### config.mk
export PLATFORM = sky130hd
export DESIGN_NAME = otp_awb_queue
export DESIGN_NICKNAME = d
export VERILOG_FILES = /design/src/design/otp_awb_pkg.sv /design/src/design/otp_awb_queue.sv
export SDC_FILE = /design/constraint.sdc
export NUM_CORES = 1
export LEC_CHECK = 0
export BUFFER_PORTS_ARGS = -buffer_cell sky130_fd_sc_hd__buf_2
export CAP_MARGIN = 25
export CORE_UTILIZATION = 50
export CTS_CLUSTER_SIZE = 30
export DETAILED_ROUTE_END_ITERATION = 8
export PLACE_DENSITY = 0.77
export SLEW_MARGIN = 20
export SYNTH_ARGS = -nofsm -noshare
export SYNTH_HDL_FRONTEND = slang
export SYNTH_SLANG_ARGS = --single-unit
### constraint.sdc
create_clock -name clk -period 9.15 [get_ports clk]
set_clock_uncertainty 0.15 [all_clocks]
set_input_delay 0.4575 -clock clk [delete_from_list [all_inputs] [get_ports clk]]
set_output_delay 0.4575 -clock clk [all_outputs]
set_load 0.02 [all_outputs]
### src/design/otp_awb_pkg.sv
// Package for the OTP white-balance gain calculator.
// Holds widths, reset values, status and register codes and the queue item type.
// No dependencies.
package otp_awb_pkg;

  localparam int unsigned RATIO_W    = 10;
  localparam int unsigned NUM1_W     = 20;  // typical ratio * 1000
  localparam int unsigned NUM2_W     = 30;  // scaled ratio * 0x400
  localparam int unsigned GAIN_W     = 16;
  localparam int unsigned CFG_IDX_W  = 8;
  localparam int unsigned CFG_DATA_W = 16;
  localparam int unsigned QUEUE_DEPTH = 2;

  localparam logic [9:0]  RATIO_SCALE = 10'd1000;
  localparam logic [15:0] UNITY_GAIN  = 16'h0400;

  localparam logic [9:0] RST_A_TYP_RG = 10'd327;
  localparam logic [9:0] RST_A_TYP_BG = 10'd288;
  localparam logic [9:0] RST_B_TYP_RG = 10'd308;
  localparam logic [9:0] RST_B_TYP_BG = 10'd302;

  typedef enum logic [2:0] {
    ST_OK             = 3'd0,
    ST_NO_GROUP       = 3'd1,
    ST_ZERO_RATIO     = 3'd2,
    ST_UNKNOWN_MODULE = 3'd3,
    ST_ZERO_BASE      = 3'd4
  } status_t;

  typedef enum logic [CFG_IDX_W-1:0] {
    REG_A_ID     = 8'd0,
    REG_A_TYP_RG = 8'd1,
    REG_A_TYP_BG = 8'd2,
    REG_B_ID     = 8'd3,
    REG_B_TYP_RG = 8'd4,
    REG_B_TYP_BG = 8'd5
  } reg_idx_t;

  // classified item handed from front to back
  typedef struct packed {
    status_t              status;
    logic [NUM1_W-1:0]    num_rg;
    logic [NUM1_W-1:0]    num_bg;
    logic [RATIO_W-1:0]   rg;
    logic [RATIO_W-1:0]   bg;
  } item_t;

endpackage

### src/design/otp_awb_queue.sv
// Short FIFO of classified items between front and back.
// Depends on otp_awb_pkg.
module otp_awb_queue #(
  parameter int unsigned DEPTH = otp_awb_pkg::QUEUE_DEPTH  // power of two
) (
  input  logic               clk,
  input  logic               rst_n,
  input  logic               push,
  input  otp_awb_pkg::item_t push_item,
  output logic               full,
  input  logic               pop,
  output otp_awb_pkg::item_t pop_item,
  output logic               empty
);
  import otp_awb_pkg::*;

  localparam int unsigned AW = (DEPTH > 1) ? $clog2(DEPTH) : 1;
  localparam int unsigned CW = $clog2(DEPTH + 1);

  item_t          mem_r [DEPTH];
  logic [AW-1:0]  wp_r, rp_r;
  logic [CW-1:0]  cnt_r;
  logic           do_push, do_pop;

  assign full     = (cnt_r == CW'(DEPTH));
  assign empty    = (cnt_r == '0);
  assign do_push  = push && !full;
  assign do_pop   = pop && !empty;
  assign pop_item = mem_r[rp_r];

  always_ff @(posedge clk) begin
    if (!rst_n) begin
      wp_r  <= '0;
      rp_r  <= '0;
      cnt_r <= '0;
    end else begin
      if (do_push) wp_r <= (wp_r == AW'(DEPTH - 1)) ? '0 : wp_r + 1'b1;
      if (do_pop)  rp_r <= (rp_r == AW'(DEPTH - 1)) ? '0 : rp_r + 1'b1;
      if (do_push && !do_pop) cnt_r <= cnt_r + 1'b1;
      else if (do_pop && !do_push) cnt_r <= cnt_r - 1'b1;
    end
  end

  always_ff @(posedge clk) begin
    if (do_push) mem_r[wp_r] <= push_item;
  end

endmodule

Word-level counts from Yosys, hierarchy flattened. Memory sizes are Yosys's and may differ from the RTL's. A register that Yosys moved wholly into a read port is not among the register bits. Cells that the tools add are included.

Register bits after elaboration: 4. Latch bits: 0. Memory bits (writable): 126. Memory bits (read-only): 0. Output and inout bits: 65. Logic and storage cells: 27. Memories: 1.

Add/sub/neg operators: 4. $mul: 0. Divide/modulo/power cells: 0. $lt $le $gt $ge: 0. Equality and inequality tests: 1. Shift operators: 0. Multiplexer cells: 8. Bitwise logic cells: 0. Reductions and logical operators: 10.

Memory list: mem_r (words 2, width 63, rd ports 1, clocked after Yosys merged registers in 1, write ports 1, RTL line otp_awb_queue.sv:20) `item_t mem_r [DEPTH];`.

Operators by type and width (count): $mux 1 (6); $logic_and 1x1->1 (4); $logic_not 1->1 (4); $mux 2 (2); $add 1x1->1 const B (2); $add 2x1->2 const B (1); $eq 2x2->1 const B (1); $logic_not 2->1 (1); $reduce_bool 2->1 (1); $sub 2x1->2 const B (1).

Longest topological paths before layout.
Depth in word-level cells: 7. Depth in mapped cells: 7. Gate-level depth less buffers: 7.

Least setup slack after synthesis. OpenSTA, ideal clock, no wires.

Path type: reg2reg. Start: reg cnt_r[0]. End: mem mem_r[0][0] (netlist bit) (enable). Arrival time: 3.083 ns. Path slack: 5.442 ns. Stages on the path, launching flop included: 4. Cells stage by stage: dfxtp_1 > nand2b_1 > inv_2 > nor3_2.

Longest elaborated chain between the ends: 5.

Ends and longest elaborated chain: start: declaration (RTL line otp_awb_queue.sv:22) `logic [CW-1:0] cnt_r;`; start signal: assignment (RTL line otp_awb_queue.sv:39) `if (do_push && !do_pop) cnt_r <= cnt_r + 1'b1;`; start signal: assignment (RTL line otp_awb_queue.sv:40) `else if (do_pop && !do_push) cnt_r <= cnt_r - 1'b1;`; $eq 2x2->1 (RTL line otp_awb_queue.sv:25) `assign full = (cnt_r == CW'(DEPTH));`; via full (RTL line otp_awb_queue.sv:10) `output logic full,`; $logic_not 1->1 (RTL line otp_awb_queue.sv:27) `assign do_push = push && !full;`; $logic_and 1x1->1 (RTL line otp_awb_queue.sv:27); $mux 1 (RTL line otp_awb_queue.sv:45) `if (do_push) mem_r[wp_r] <= push_item;`; $mux 1 (implied by the code) (RTL line otp_awb_queue.sv:45); end: declaration (RTL line otp_awb_queue.sv:20).

The timed path passes the listed nets, and every way through them passes these cells.

==> flow_summary.ini <==
[detailed_routing]
drt_wl_total_um = 8610
detail-route-antenna-nets = 0
vias_per_cell = 4.83
drtPass1Iterations = 4
drt_iter0_markers = 91
drc = 0
via_count = 2768
wire_per_inst_um = 15.0

[pwr]
vdd_drop_max_mv = 0.248
switching_share_pct = 29.2
p_clk_share_pct = 33.4
p_sw_uw = 557
combinationalPowerShare_pct = 25.2
leakage_uw = 0.00258
p_int_uw = 1350
powerDensity_mw_per_mm2 = 281
p_seq_share_pct = 41.4

[clock_tree]
cts-htree-levels = 4
clk_pin_slew_ps = 60
cts_tree = done
cts_resized = 0
numCtsBuffers = 17
post_cts_buffers = 0
cts_hold_buf = 63
clk-insertion-delay-late_ps = 500
cts-root-buf = clkbuf_8
cts_buffer_depth = 2
cts.sink_count = 131

[setup_path]
cp-end-kind = output port
cp_data_required_time_ps = 8540
start_kind = flop
critical_path_class = reg -> out
crit_fanout = 38
worstRegToRegCells = 3
crit_end = pop_item[8]
rr_endpoint = mem_r[1][62]$_DFFE_PP_
r2r-start = cnt_r[0]$_SDFFE_PN0P_
regToRegSetupSlack_ps = 7130
crit_arrival_ps = 2350

[yosys]
yosysUniqueCellTypes = 21
synthMuxAreaShare_pct = 14.9
synth_seq_area_share_pct = 81.3
synth_flop_cell = edfxtp_1
synth_xor_area_share_pct = 0.550
synth_nets = 289
synth-simple-area-share_pct = 1.15
synth_fa_ha_area_share_pct = 0.262
synth_top_family_by_area = multiplexers
ys_ff_latch = 131
synthArstFlopShare_pct = 0
synth_area_sq_mm = 0.00478
ys_warn_count = 0
synth_edf_count = 126
netlist_instances = 221
avgSynthCellArea_sq_um = 21.6
synth_compound_area_share_pct = 0.681

[cells_and_area]
multiInputGateArea_sq_um = 843
register_area_sq_mm = 0.00388
diodes = 0
postLayoutCellArea_sq_mm = 0.00679
fill_cells = 603
drive_gt1_share_pct = 52.3
area_growth_pct = 42.1
nets = 499

[grt]
grt_max_degree = 64
grt.overflow.total = 0
grt_pass1_vias = 2914
busiest_layer = met2
met3_usage_pct = 4.78
grt_pass1_wl_um = 13600
antenna_found_initial = 0
grtUsageMet2_pct = 33.1
grt_use_met1_pct = 20.9
track_usage_pct = 18.5

[floorplan]
die_y_um = 99.7
core_sq_mm = 0.00924
ios = 132
rows = 35
die_area_sq_mm = 0.00995
die_w_um = 99.7
start_util_pct = 51.7

[timing]
setup_viol = 0
fmax_mhz = 338
worst_pin_slew_ps = 843
period_minus_slack_ps = 2960
final_max_slew_viol_count = 0
hold_viol_final = 0
period_share_pct = 32.4
grt_setup_unrepaired = false
slew_headroom_pct = 43.8
finalSetupTns_ps = 0

[placed_design]
numPortBuffers = 131
gp_congestion = 0.686
placed_cell_area_sq_mm = 0.00558
dpl.hpwl_um = 4900

[hold_path]
hold_class = in -> reg
hold_depth = 2

[job]
cap_violations = 0

[run_status]
status = completed
## power groups by stage
stage                     logic [uW]  registers, uW  clock network, uW
after global routing             515            800                672
final                            481            791                637
after detailed placement         461            804                  0
after CTS                        484            792                653
after global placement           456            799                  0
after floorplan                  342            786                  0
## registers in the layout, indices dropped and copies added, names as in the netlist, named ones only
register / cells
cnt_r: 2
mem_r: 126
rp_r: 1
wp_r: 1
## how the worst min path moves through the flow
stage	start	end	slack, ps
after global routing	rst_n	cnt_r[0]$_SDFFE_PN0P_	70
after detailed placement	cnt_r[1]$_SDFFE_PN0P_	cnt_r[1]$_SDFFE_PN0P_	380
after CTS	rst_n	wp_r$_SDFFE_PN0P_	40
final	rst_n	cnt_r[0]$_SDFFE_PN0P_	80
after floorplan	cnt_r[1]$_SDFFE_PN0P_	cnt_r[1]$_SDFFE_PN0P_	330
after global placement	cnt_r[1]$_SDFFE_PN0P_	cnt_r[1]$_SDFFE_PN0P_	350
## cell families (layout without fill, tap and decap cells)
kind of cell / Yosys count / after routing
DFF: 131 / 131
muxes: 63 / 63
and+or+nand+nor: 9 / 9
buffers and inverters: 9 / 232
AOI/OAI and AO/OA: 5 / 5
xor gates and xnor gates: 3 / 3
adders and majority gates: 1 / 1
## cell usage after synthesis (2+ instances only)
| master | instances | area share, % |
|---|---|---|
| and2_1 | 3 | 0.39 |
| mux2_2 | 63 | 15 |
| xnor2_1 | 2 | 0.37 |
| buf_4 | 6 | 0.94 |
| nor2_1 | 2 | 0.16 |
| edfxtp_1 | 126 | 79 |
| dfxtp_1 | 5 | 2.1 |
## through the flow
| step | instances | setup WS [ps] | power, uW | util (%) | hold slack (ps) |
|---|---|---|---|---|---|
| 2_1_floorplan | 221 | 5440 | 1130 | - | 333 |
| 3_3_place_gp | 478 | 6700 | 1260 | 60.4 | 351 |
| 3_5_place_dp | 478 | 6670 | 1270 | 60.4 | 380 |
| 4_1_cts | 573 | 6140 | 1930 | 73.4 | 40.2 |
| 5_1_grt | 573 | 6020 | 1990 | 73.4 | 67.7 |
| 6_report | 573 | 6190 | 1910 | 73.4 | 78.9 |
## worst max-delay path, stage by stage, from the launching register on
cell and delay [ps]:
dfxtp_2 700, buf_4 520, mux2_2 400, buf_2 160
## layout by cell type, fill, tap and decap left out
cell           synthesis  final
buf_2                  1    131
edfxtp_1             126    126
mux2_2                63     63
dlygate4sd3_1          0     63
clkbuf_16              0     16
clkinvlp_4             0      4
inv_6                  0      4
dfxtp_1                5      4
buf_4                  6      4
and2_1                 3      3
clkinv_4               0      3
nor2_1                 2      2
xnor2_1                2      2
bufinv_16              0      2
inv_1                  1      1
nand2b_1               1      1
inv_2                  1      1
o21ai_1                1      1
and3_2                 0      1
nor3_4                 0      1
a21boi_0               1      1
o21a_1                 1      1
xor2_1                 1      1
o21ai_0                1      1
or3_1                  1      1
a21boi_1               1      1
ha_1                   1      1
dfxtp_2                0      1
clkbuf_8               0      1
clkinv_1               0      1
clkbuf_1               0      1
## metal layers
| layer | routed length, um | part of all wire, % |
|---|---|---|
| met5 | 0 | 0 |
| met4 | 95 | 1.1 |
| met3 | 425 | 4.9 |
| met2 | 4610 | 54 |
| met1 | 3480 | 40 |
## final cells by class
class	count	share of cell area, %
Clock buffer	18	6.16
Clock inverter	14	2.29
Inverter	2	0.111
Multi-Input combinational cell	81	12.4
Sequential cell	131	57.2
Tap cell	129	2.38
Timing Repair Buffer	198	19.4
Note: power is estimated with default switching activity, not from simulation.
