**config.mk**
```make
export PLATFORM = sky130hd
export DESIGN_NAME = otp_awb_front_flat
export DESIGN_NICKNAME = d
export VERILOG_FILES = /design/src/design/otp_awb_pkg.sv /design/src/design/otp_awb_if.sv /design/src/design/otp_awb_front.sv /design/src/flat_wrapper.sv
export SDC_FILE = /design/constraint.sdc
export NUM_CORES = 1
export LEC_CHECK = 0
export BUFFER_PORTS_ARGS = -buffer_cell sky130_fd_sc_hd__buf_2
export CAP_MARGIN = 20
export CELL_PAD_IN_SITES_DETAIL_PLACEMENT = 1
export CELL_PAD_IN_SITES_GLOBAL_PLACEMENT = 1
export CORE_MARGIN = 4
export CORE_UTILIZATION = 40
export CTS_BUF_LIST = sky130_fd_sc_hd__clkbuf_4 sky130_fd_sc_hd__clkbuf_8
export DETAILED_ROUTE_END_ITERATION = 6
export PLACE_DENSITY_LB_ADDON = 0.1
export SYNTH_ARGS = -nofsm -noshare
export SYNTH_HDL_FRONTEND = slang
export SYNTH_SLANG_ARGS = --single-unit
```
**constraint.sdc**
```tcl
create_clock -name clk -period 7.8 [get_ports clk]
set_clock_uncertainty 0.05 [all_clocks]
set_input_delay 1.56 -clock clk [delete_from_list [all_inputs] [get_ports clk]]
set_output_delay 1.56 -clock clk [all_outputs]
set_load 0.05 [all_outputs]
```
**src/design/otp_awb_pkg.sv**
```systemverilog
// Package for the OTP white-balance gain calculator.
// Holds widths, reset values, status and register codes and the queue item type.
// No dependencies.
package otp_awb_pkg;

  localparam int unsigned RATIO_W    = 10;
  localparam int unsigned NUM1_W     = 20;  // typical ratio * 1000
  localparam int unsigned NUM2_W     = 30;  // scaled ratio * 0x400
  localparam int unsigned GAIN_W     = 16;
  localparam int unsigned CFG_IDX_W  = 8;
  localparam int unsigned CFG_DATA_W = 16;
  localparam int unsigned QUEUE_DEPTH = 2;

  localparam logic [9:0]  RATIO_SCALE = 10'd1000;
  localparam logic [15:0] UNITY_GAIN  = 16'h0400;

  localparam logic [9:0] RST_A_TYP_RG = 10'd327;
  localparam logic [9:0] RST_A_TYP_BG = 10'd288;
  localparam logic [9:0] RST_B_TYP_RG = 10'd308;
  localparam logic [9:0] RST_B_TYP_BG = 10'd302;

  typedef enum logic [2:0] {
    ST_OK             = 3'd0,
    ST_NO_GROUP       = 3'd1,
    ST_ZERO_RATIO     = 3'd2,
    ST_UNKNOWN_MODULE = 3'd3,
    ST_ZERO_BASE      = 3'd4
  } status_t;

  typedef enum logic [CFG_IDX_W-1:0] {
    REG_A_ID     = 8'd0,
    REG_A_TYP_RG = 8'd1,
    REG_A_TYP_BG = 8'd2,
    REG_B_ID     = 8'd3,
    REG_B_TYP_RG = 8'd4,
    REG_B_TYP_BG = 8'd5
  } reg_idx_t;

  // classified item handed from front to back
  typedef struct packed {
    status_t              status;
    logic [NUM1_W-1:0]    num_rg;
    logic [NUM1_W-1:0]    num_bg;
    logic [RATIO_W-1:0]   rg;
    logic [RATIO_W-1:0]   bg;
  } item_t;

endpackage

```
**src/design/otp_awb_if.sv**
```systemverilog
// Channel interfaces: calibration input, gain result and register writes.
// Depends on otp_awb_pkg.
interface otp_awb_in_if;
  logic       valid;
  logic       ready;
  logic [7:0] group_flag;
  logic [7:0] grp1_rg_high;
  logic [7:0] grp1_bg_high;
  logic [7:0] grp1_low_bits;
  logic [7:0] grp2_rg_high;
  logic [7:0] grp2_bg_high;
  logic [7:0] grp2_low_bits;
  logic [7:0] module_id;
  modport source (output valid, group_flag, grp1_rg_high, grp1_bg_high, grp1_low_bits,
                  grp2_rg_high, grp2_bg_high, grp2_low_bits, module_id, input ready);
  modport sink   (input valid, group_flag, grp1_rg_high, grp1_bg_high, grp1_low_bits,
                  grp2_rg_high, grp2_bg_high, grp2_low_bits, module_id, output ready);
endinterface


```
**src/design/otp_awb_front.sv**
```systemverilog
// Front end: picks the valid group, rebuilds ratios, matches module ID.
// Registers one classified item. Depends on otp_awb_pkg and otp_awb_if.
module otp_awb_front (
  input  logic                      clk,
  input  logic                      rst_n,
  otp_awb_in_if.sink                in_ch,
  input  logic [7:0]                a_id,
  input  logic [9:0]                a_typ_rg,
  input  logic [9:0]                a_typ_bg,
  input  logic [7:0]                b_id,
  input  logic [9:0]                b_typ_rg,
  input  logic [9:0]                b_typ_bg,
  output logic                      item_valid,
  output otp_awb_pkg::item_t        item,
  input  logic                      item_ready
);
  import otp_awb_pkg::*;

  logic       vld_r;
  item_t      item_r, item_nxt;
  logic [7:0] rg_hi, bg_hi, lo;
  logic       grp_ok;
  logic [9:0] typ_rg, typ_bg;

  assign in_ch.ready = !vld_r || item_ready;
  assign item_valid  = vld_r;
  assign item        = item_r;

  always_comb begin
    grp_ok = 1'b1;
    if (in_ch.group_flag[7:6] == 2'b01) begin
      rg_hi = in_ch.grp1_rg_high;
      bg_hi = in_ch.grp1_bg_high;
      lo    = in_ch.grp1_low_bits;
    end else begin
      rg_hi = in_ch.grp2_rg_high;
      bg_hi = in_ch.grp2_bg_high;
      lo    = in_ch.grp2_low_bits;
      grp_ok = (in_ch.group_flag[5:4] == 2'b01);
    end
    item_nxt.rg = {rg_hi, lo[7:6]};
    item_nxt.bg = {bg_hi, lo[5:4]};
    if (in_ch.module_id == a_id) begin
      typ_rg = a_typ_rg;
      typ_bg = a_typ_bg;
    end else begin
      typ_rg = b_typ_rg;
      typ_bg = b_typ_bg;
    end
    item_nxt.num_rg = NUM1_W'(typ_rg * RATIO_SCALE);
    item_nxt.num_bg = NUM1_W'(typ_bg * RATIO_SCALE);
    if (!grp_ok)
      item_nxt.status = ST_NO_GROUP;
    else if (item_nxt.rg == '0 || item_nxt.bg == '0)
      item_nxt.status = ST_ZERO_RATIO;
    else if (in_ch.module_id != a_id && in_ch.module_id != b_id)
      item_nxt.status = ST_UNKNOWN_MODULE;
    else
      item_nxt.status = ST_OK;
  end

  always_ff @(posedge clk) begin
    if (!rst_n) vld_r <= 1'b0;
    else if (in_ch.ready) vld_r <= in_ch.valid;
  end

  always_ff @(posedge clk) begin
    if (in_ch.ready && in_ch.valid) item_r <= item_nxt;
  end

endmodule

```
**src/flat_wrapper.sv**
```systemverilog
// flat-port wrapper written by rule: the top's interface ports become plain ports
module otp_awb_front_flat import otp_awb_pkg::*;
  (clk, rst_n, a_id, a_typ_rg, a_typ_bg, b_id, b_typ_rg, b_typ_bg, item_valid, item, item_ready, in_ch_valid, in_ch_group_flag, in_ch_grp1_rg_high, in_ch_grp1_bg_high, in_ch_grp1_low_bits, in_ch_grp2_rg_high, in_ch_grp2_bg_high, in_ch_grp2_low_bits, in_ch_module_id, in_ch_ready);
  otp_awb_in_if in_ch_i ();
  input  logic clk;
  input  logic rst_n;
  input  logic [7:0] a_id;
  input  logic [9:0] a_typ_rg;
  input  logic [9:0] a_typ_bg;
  input  logic [7:0] b_id;
  input  logic [9:0] b_typ_rg;
  input  logic [9:0] b_typ_bg;
  output logic item_valid;
  output otp_awb_pkg::item_t item;
  input  logic item_ready;
  input wire logic [$bits(in_ch_i.valid)-1:0] in_ch_valid;
  input wire logic [$bits(in_ch_i.group_flag)-1:0] in_ch_group_flag;
  input wire logic [$bits(in_ch_i.grp1_rg_high)-1:0] in_ch_grp1_rg_high;
  input wire logic [$bits(in_ch_i.grp1_bg_high)-1:0] in_ch_grp1_bg_high;
  input wire logic [$bits(in_ch_i.grp1_low_bits)-1:0] in_ch_grp1_low_bits;
  input wire logic [$bits(in_ch_i.grp2_rg_high)-1:0] in_ch_grp2_rg_high;
  input wire logic [$bits(in_ch_i.grp2_bg_high)-1:0] in_ch_grp2_bg_high;
  input wire logic [$bits(in_ch_i.grp2_low_bits)-1:0] in_ch_grp2_low_bits;
  input wire logic [$bits(in_ch_i.module_id)-1:0] in_ch_module_id;
  output wire logic [$bits(in_ch_i.ready)-1:0] in_ch_ready;
  assign in_ch_i.valid = in_ch_valid;
  assign in_ch_i.group_flag = in_ch_group_flag;
  assign in_ch_i.grp1_rg_high = in_ch_grp1_rg_high;
  assign in_ch_i.grp1_bg_high = in_ch_grp1_bg_high;
  assign in_ch_i.grp1_low_bits = in_ch_grp1_low_bits;
  assign in_ch_i.grp2_rg_high = in_ch_grp2_rg_high;
  assign in_ch_i.grp2_bg_high = in_ch_grp2_bg_high;
  assign in_ch_i.grp2_low_bits = in_ch_grp2_low_bits;
  assign in_ch_i.module_id = in_ch_module_id;
  assign in_ch_ready = in_ch_i.ready;
  otp_awb_front u_core (.clk(clk), .rst_n(rst_n), .in_ch(in_ch_i), .a_id(a_id), .a_typ_rg(a_typ_rg), .a_typ_bg(a_typ_bg), .b_id(b_id), .b_typ_rg(b_typ_rg), .b_typ_bg(b_typ_bg), .item_valid(item_valid), .item(item), .item_ready(item_ready));
endmodule
```
# Word level (Yosys, flattened, before mapping)
# Index checks and enable logic that the tools add are counted.
# W data, S select, Z words.
# totals
regBits,58
word_cells,31
# op_classes
eq_ne,5
bitwise,1
reduce_logical,8
multipliers,2
muxes,8
# ops
cell,n
$mul A10 B7 Y17 const B,2
$mux W8,3
$logic_not A10 Y1,2
$mux W10,2
$ne A8 B8 Y1,2
$eq A8 B8 Y1,1
$eq A2 B1 Y1 const B,2
$mux W2,2
$logic_and A1 B1 Y1,2
$logic_or A1 B1 Y1,2
$reduce_or A2 Y1,1
$logic_not A1 Y1,1
$mux W1,1
$not A1 Y1,1

# Depth between registers and ports, before layout
# Gate-level depths: netlist of run 1.
# depth
depth_word,5
depth_mapped,19
ltp_nobuf,18

# Worst setup path before layout of run 1
# OpenSTA, ideal clock, no wires.
# synth_timing
path_kind,input to register
start,input a_id[6]
end,"register u_core.item_r, in the netlist u_core.item[39], data pin"
cell_stages,18
t_required_ns,7.489
arrival_ns,6.384
setup_ns,0.261
slack_ns,1.105
path_buffers,1
path_cell_list,xnor2_1 nand4_1 nor2_2 buf_2 mux2i_1 inv_1 fa_1 inv_1 fa_1 fa_1 fa_1 inv_1 ha_1 o21ai_0 a2111o_1 a21oi_2 nor4b_1 a311o_1
# synth_rtl
element,line_no,source
from (decl),flat_wrapper.sv:7,input logic [7:0] a_id;
to (signal assigned),otp_awb_front.sv:68,if (in_ch.ready && in_ch.valid) item_r <= item_nxt;
to (decl),otp_awb_front.sv:20,"item_t item_r, item_nxt;"

==> flow_metrics.py, run 1 <==
metrics = {
    "finish": {
        "num-nets-final": 1010,
        "layout-drive-gt1-share_pct": 30.5,
        "post-route-cell-area_um2": 7480,
        "syn2layout_area_growth_pct": 21.1,
        "fillers": 1731,
        "antenna_cells": 0,
    },
    "critical_path": {
        "crit_slowest_cell": "fa_1",
        "crit_path_end_kind": "flip-flop",
        "crit_path_max_incr_delay_ns": 0.51,
        "crit_type": "primary input to flip-flop",
        "path_common_cell": "fa_1",
        "cp.required_ns": 7.84,
        "reg2regPathDepth": 3,
        "cp_data_arrival_time_ns": 7.12,
        "start_kind": "primary input",
        "crit_fanout": 13,
        "crit_chain": "buf_2 > xnor2_1 > nand4_1 > nor2_4 > buf_4 > buf_4 > mux2i_1 > fa_1 > inv_1 > fa_1 > inv_1 > fa_1 > fa_1 > inv_1 > ha_1 > a2111oi_0 > o21ai_0 > nand2_1 > a211oi_1 > xnor2_1",
    },
    "timing": {
        "tns_ns": 0,
        "worst_slack_ns": 0.724,
        "setup_violations": 0,
        "max_freq_ghz": 0.141,
        "finalCriticalPeriod_ns": 7.08,
        "hold_violations": 0,
        "fin_crit_sh_pct": 90.7,
        "holdWs_ns": 0.472,
        "report.final.slew_viol_count": 0,
        "rsz0062_at_grt": "false",
        "slew_headroom_pct": 50.8,
        "tightest_slew_ns": 0.738,
    },
    "clock_network": {
        "cts_setup_buffers": 0,
        "numClockSinks": 57,
        "post_cts_resized": 0,
        "cts-root-buf": "clkbuf_8",
        "cts_buffer_depth": 2,
        "hold_buffers": 0,
        "cts_tree": "yes",
        "clkTransAtPathRegs_ns": 0.07,
        "worstSkewPairLatency_ns": 0.35,
        "numCtsBuffers": 9,
        "cts-htree-levels": 3,
    },
    "global_route": {
        "grt_pass1_wl_mm": 26.3,
        "antenna_found_initial": 0,
        "first_global_vias": 5275,
        "track_usage_pct": 18.6,
        "grt_max_degree": 57,
        "grt-ovfl-total": 0,
    },
    "route": {
        "ant_nets": 0,
        "wire_per_inst_um": 16.9,
        "route.met3.wl_mm": 1.14,
        "wl_mm": 15.9,
        "drt_iter0_drc": 155,
        "routed.top_layer": "met4",
        "firstDrtPassIters": 4,
        "vias_per_cell": 5.04,
        "drc_errors": 0,
        "wl_met2_mm": 7.42,
        "wl_met1_mm": 7.02,
        "vias": 4731,
    },
    "outcome": {
        "status": "finished clean",
    },
    "power": {
        "ir_drop_mv": 0.178,
        "p_total_mw": 2.46,
        "p_leak_nw": 3.57,
        "power.density_nw_per_um2": 329,
    },
    "hold_path": {
        "min_path_cells": 2,
        "min_path_type": "flip-flop to flip-flop",
    },
    "synthesis": {
        "yosys_warnings": 0,
        "synth_cell_types": 53,
        "synth_seq_area_share_pct": 27.5,
        "ys.flop_type": "edfxtp_1",
        "ys_ff_latch": 57,
        "syn_avg_cell_area_um2": 11.0,
        "syn-cell-area_um2": 6180,
        "ys_async_sr_fraction_pct": 0,
        "netlist_instances": 564,
        "synth_edf_count": 56,
    },
    "die": {
        "dieHeight_um": 132,
        "die_area_um2": 17500,
        "core_area_um2": 15100,
        "start_util_pct": 40.8,
        "row_count": 45,
        "die_w_um": 132,
        "io_pins": 189,
    },
    "job": {
        "drv_cap": 0,
    },
    "place": {
        "place_area_um2": 7270,
        "hpwlAfterDp_mm": 13.5,
        "io_buffers": 169,
        "dp_slack_ns": 0.294,
        "place_congestion": 0.900,
    },
}
==> synth_stat cells, types with 3 or more instances <==
cell | count | area share [%]
o21ai_0 | 17 | 1.4
nand4_1 | 7 | 0.71
clkbuf_1 | 4 | 0.24
inv_1 | 109 | 6.6
fa_1 | 57 | 18
a2111oi_0 | 5 | 0.71
a31oi_1 | 4 | 0.40
xor2_1 | 9 | 1.3
nor2b_1 | 4 | 0.40
nor4_1 | 9 | 0.91
a211oi_1 | 5 | 0.61
mux2i_1 | 16 | 2.6
mux2_2 | 28 | 5.1
buf_4 | 7 | 0.85
o21bai_1 | 3 | 0.36
a21oi_1 | 20 | 1.6
and2_1 | 3 | 0.30
nor2_1 | 12 | 0.73
buf_2 | 4 | 0.32
a21o_1 | 6 | 0.73
xnor2_1 | 35 | 5.0
nand2_1 | 19 | 1.2
edfxtp_1 | 56 | 27
ha_1 | 84 | 17
or4_1 | 3 | 0.36
nor3_1 | 3 | 0.24
nand3_1 | 3 | 0.24
==> cells in the final DEF (no fill, tap or decap), types with 12 or more instances in the layout <==
cell / instances
inv_1: 109
xnor2_1: 35
o21ai_0: 17
nand2_1: 19
fa_1: 57
mux2i_1: 16
buf_2: 169
ha_1: 84
nor2_1: 12
a21oi_1: 20
edfxtp_1: 56
mux2_2: 28
==> layer usage <==
metal	global-route usage (%)	vias up
met2	31.4	161
met4	5.43	0
li1	-	2288
met3	5.27	17
met5	0	-
met1	23.3	2265
==> registers in the layout, summed over array words and instances (netlist names) <==
| register | count |
|---|---|
| u_core.item_valid | 1 |
| u_core.item | 56 |
==> metrics by stage <==
stage | utilization (%) | cells
floorplan | - | 570
global route | 49.4 | 938
CTS | 49.3 | 937
detailed placement | 48.0 | 921
global placement | 48.0 | 921
finish | 49.4 | 938
==> layout make-up <==
| type | count | area (um2) | share of cell area, % |
|---|---|---|---|
| inverter | 109 | 409 | 5.47 |
| sequential | 57 | 1700 | 22.8 |
| tap | 188 | 235 | 3.14 |
| clock inverter | 7 | 70.1 | 0.937 |
| multi-input combinational | 389 | 4010 | 53.6 |
| clock buffer | 9 | 124 | 1.66 |
| timing repair buffer | 179 | 928 | 12.4 |
==> cell families after synthesis <==
group	after synthesis	share of synthesized area, %
and+or+nand+nor	73	6.24
adders and majority gates	141	35.5
DFF	57	27.5
muxes	44	7.70
AOI/OAI and AO/OA	80	8.71
buffers and inverters	124	8.04
other	1	0.0607
xor gates and xnor gates	44	6.24
==> report_power, final <==
group	internal (mW)	switching, mW
Combinational	0.615	1.05
Sequential	0.493	0.0202
Clock	0.147	0.135
Total	1.25	1.21
==> worst max-delay path: cells and delay by family <==
| kind | cells | cell delay [ns] |
|---|---|---|
| fa+ha+maj | 5 | 2.19 |
| compound gates | 3 | 0.84 |
| simple gates | 3 | 0.83 |
| buf+inv | 6 | 0.82 |
| mux | 1 | 0.48 |
| xor+xnor | 2 | 0.37 |
==> worst paths after layout <==
path	start	endpoint	slack (ns)
max	a_id[5]	u_core.item[59]	0.72
max reg2reg	u_core.item_valid	u_core.item[32]	6.23
min	u_core.item_valid	u_core.item_valid	0.47
min reg2reg	u_core.item_valid	u_core.item_valid	0.47
No activity file was read; power rests on OpenSTA's default activity.
==> run 2, diff against run 1 <==
--- a/config.mk
+++ b/config.mk
@@ -9,7 +9,7 @@
 export CAP_MARGIN = 20
 export CELL_PAD_IN_SITES_DETAIL_PLACEMENT = 1
 export CELL_PAD_IN_SITES_GLOBAL_PLACEMENT = 1
-export CORE_MARGIN = 4
+export CORE_MARGIN = 1
 export CORE_UTILIZATION = 40
 export CTS_BUF_LIST = sky130_fd_sc_hd__clkbuf_4 sky130_fd_sc_hd__clkbuf_8
 export DETAILED_ROUTE_END_ITERATION = 6
==> run 2 against run 1 <==
Effect of this change: via count rose by 0.89%; die area fell by 8.9%; largest cell class unchanged; first-iteration DRC count fell by 14%.
==> flow_metrics.py, run 2 (synthesis gave the netlist of run 1 again) <==
metrics = {
    "place": {
        "place_congestion": 0.800,
        "hpwlAfterDp_mm": 12.7,
        "io_buffers": 169,
        "dp_cells": 922,
        "place_area_um2": 7280,
    },
    "route": {
        "wl_mm": 14.9,
        "drc_errors": 0,
        "vias": 4773,
        "vias_per_cell": 5.09,
        "wire_per_inst_um": 15.9,
        "firstDrtPassIters": 4,
        "ant_nets": 0,
        "drt_iter0_drc": 134,
    },
    "critical_path": {
        "crit_type": "primary input to flip-flop",
        "start_kind": "primary input",
        "cp.buffers_inverters": 4,
        "cp.required_ns": 7.85,
        "crit_fanout": 16,
        "crit_path_end_kind": "flip-flop",
        "crit_path_max_incr_delay_ns": 0.54,
        "path_common_cell": "fa_1",
        "path_delay_family": "adder cells",
        "crit_chain": "buf_2 > xnor2_1 > nand4_1 > nor2_4 > buf_4 > mux2_2 > fa_1 > inv_1 > fa_1 > fa_1 > fa_1 > inv_1 > ha_1 > o21ai_0 > a2111o_1 > a21oi_2 > nor4b_1 > a311o_1",
        "cp_data_arrival_time_ns": 7.02,
        "crit_start": "in_ch_module_id[2]",
        "r2r-start": "u_core.item_valid",
        "crit_slowest_cell": "fa_1",
    },
    "timing": {
        "slew_headroom_pct": 49.0,
        "rsz0062_at_grt": "false",
        "tns_ns": 0,
        "max_freq_ghz": 0.143,
        "setup_violations": 0,
        "hold_violations": 0,
        "finalCriticalPeriod_ns": 6.98,
        "tightest_slew_ns": 0.765,
        "holdWs_ns": 0.482,
        "fin_crit_sh_pct": 89.5,
        "report.final.slew_viol_count": 0,
    },
    "clock_network": {
        "worstSkewPairLatency_ns": 0.34,
        "cts_buffer_depth": 2,
        "numCtsBuffers": 9,
        "clkTransAtPathRegs_ns": 0.06,
        "hold_buffers": 0,
        "cts_tree": "yes",
        "cts-htree-levels": 3,
        "cts-root-buf": "clkbuf_8",
        "post_cts_resized": 0,
        "numClockSinks": 57,
        "cts_setup_buffers": 0,
    },
    "job": {
        "drv_cap": 0,
    },
    "die": {
        "row_count": 45,
        "dieHeight_um": 126,
        "io_pins": 189,
        "die_w_um": 126,
        "start_util_pct": 40.8,
        "core_area_um2": 15100,
        "die_area_um2": 15900,
    },
    "outcome": {
        "status": "finished clean",
    },
    "finish": {
        "final_cell_mix": "buf_2, inv_1, ha_1, fa_1, edfxtp_1",
        "antenna_cells": 0,
        "syn2layout_area_growth_pct": 21.8,
        "post-route-cell-area_um2": 7520,
        "layout-drive-gt1-share_pct": 30.5,
        "num-nets-final": 1011,
        "multi_input_area_um2": 4010,
        "largest_register_ffs": 56,
        "fin_cells": 938,
        "seq_area_um2": 1700,
        "fillers": 1723,
        "final_common_cell": "buf_2",
    },
    "hold_path": {
        "hold_path.startpoint": "u_core.item_valid",
        "min_path_type": "flip-flop to flip-flop",
    },
    "global_route": {
        "top_usage_layer": "met2",
        "antenna_found_initial": 0,
        "grt_pass1_wl_mm": 24.9,
        "grt-ovfl-total": 0,
        "grt_use_met3_pct": 4.80,
        "met1_usage_pct": 24.6,
        "grt.met2_usage_pct": 34.8,
        "track_usage_pct": 19.9,
        "grt_max_degree": 57,
        "first_global_vias": 5075,
    },
    "power": {
        "p_total_mw": 2.50,
        "p_leak_nw": 3.60,
        "power.density_nw_per_um2": 332,
        "ir_drop_mv": 0.197,
    },
}
-- run 2: cell type report --
type	instances	share of cell area, %
inverter	109	5.44
timing repair buffer	180	12.4
multi-input combinational	389	53.3
clock buffer	9	1.65
tap	188	3.13
clock inverter	6	1.43
sequential	57	22.6
-- run 2: worst paths after layout --
kind	to	slack (ns)	depth (start not counted)
max	u_core.item[39]	0.82	18
min	u_core.item_valid	0.48	2
max reg2reg	u_core.item[36]	6.20	3
min reg2reg	u_core.item_valid	0.48	2
-- run 2: layer usage --
metal / part of all wire (%) / up-vias
li1: - / 2292
met1: 45 / 2324
met2: 48 / 146
met3: 6.4 / 11
met4: 0.86 / 0
met5: 0 / -
-- run 2: worst register-to-register path, stage by stage, from the launching register on --
cell,delay [ns]
dfxtp_1,0.31
nand2b_1,0.09
and2_2,0.14
buf_4,0.60
-- run 2: power breakdown --
group          leakage (nW)  switching (mW)  internal [mW]
Clock                 0.117           0.128          0.209
Combinational          2.93            1.03          0.612
Sequential            0.548          0.0193          0.493
Total                  3.60            1.18           1.31
-- run 2: stage by stage --
step	util [%]	setup WS, ns
finish	49.7	0.821
global placement	48.1	0.557
CTS	49.6	0.807
global route	49.7	0.470
detailed placement	48.1	0.423
floorplan	-	1.11
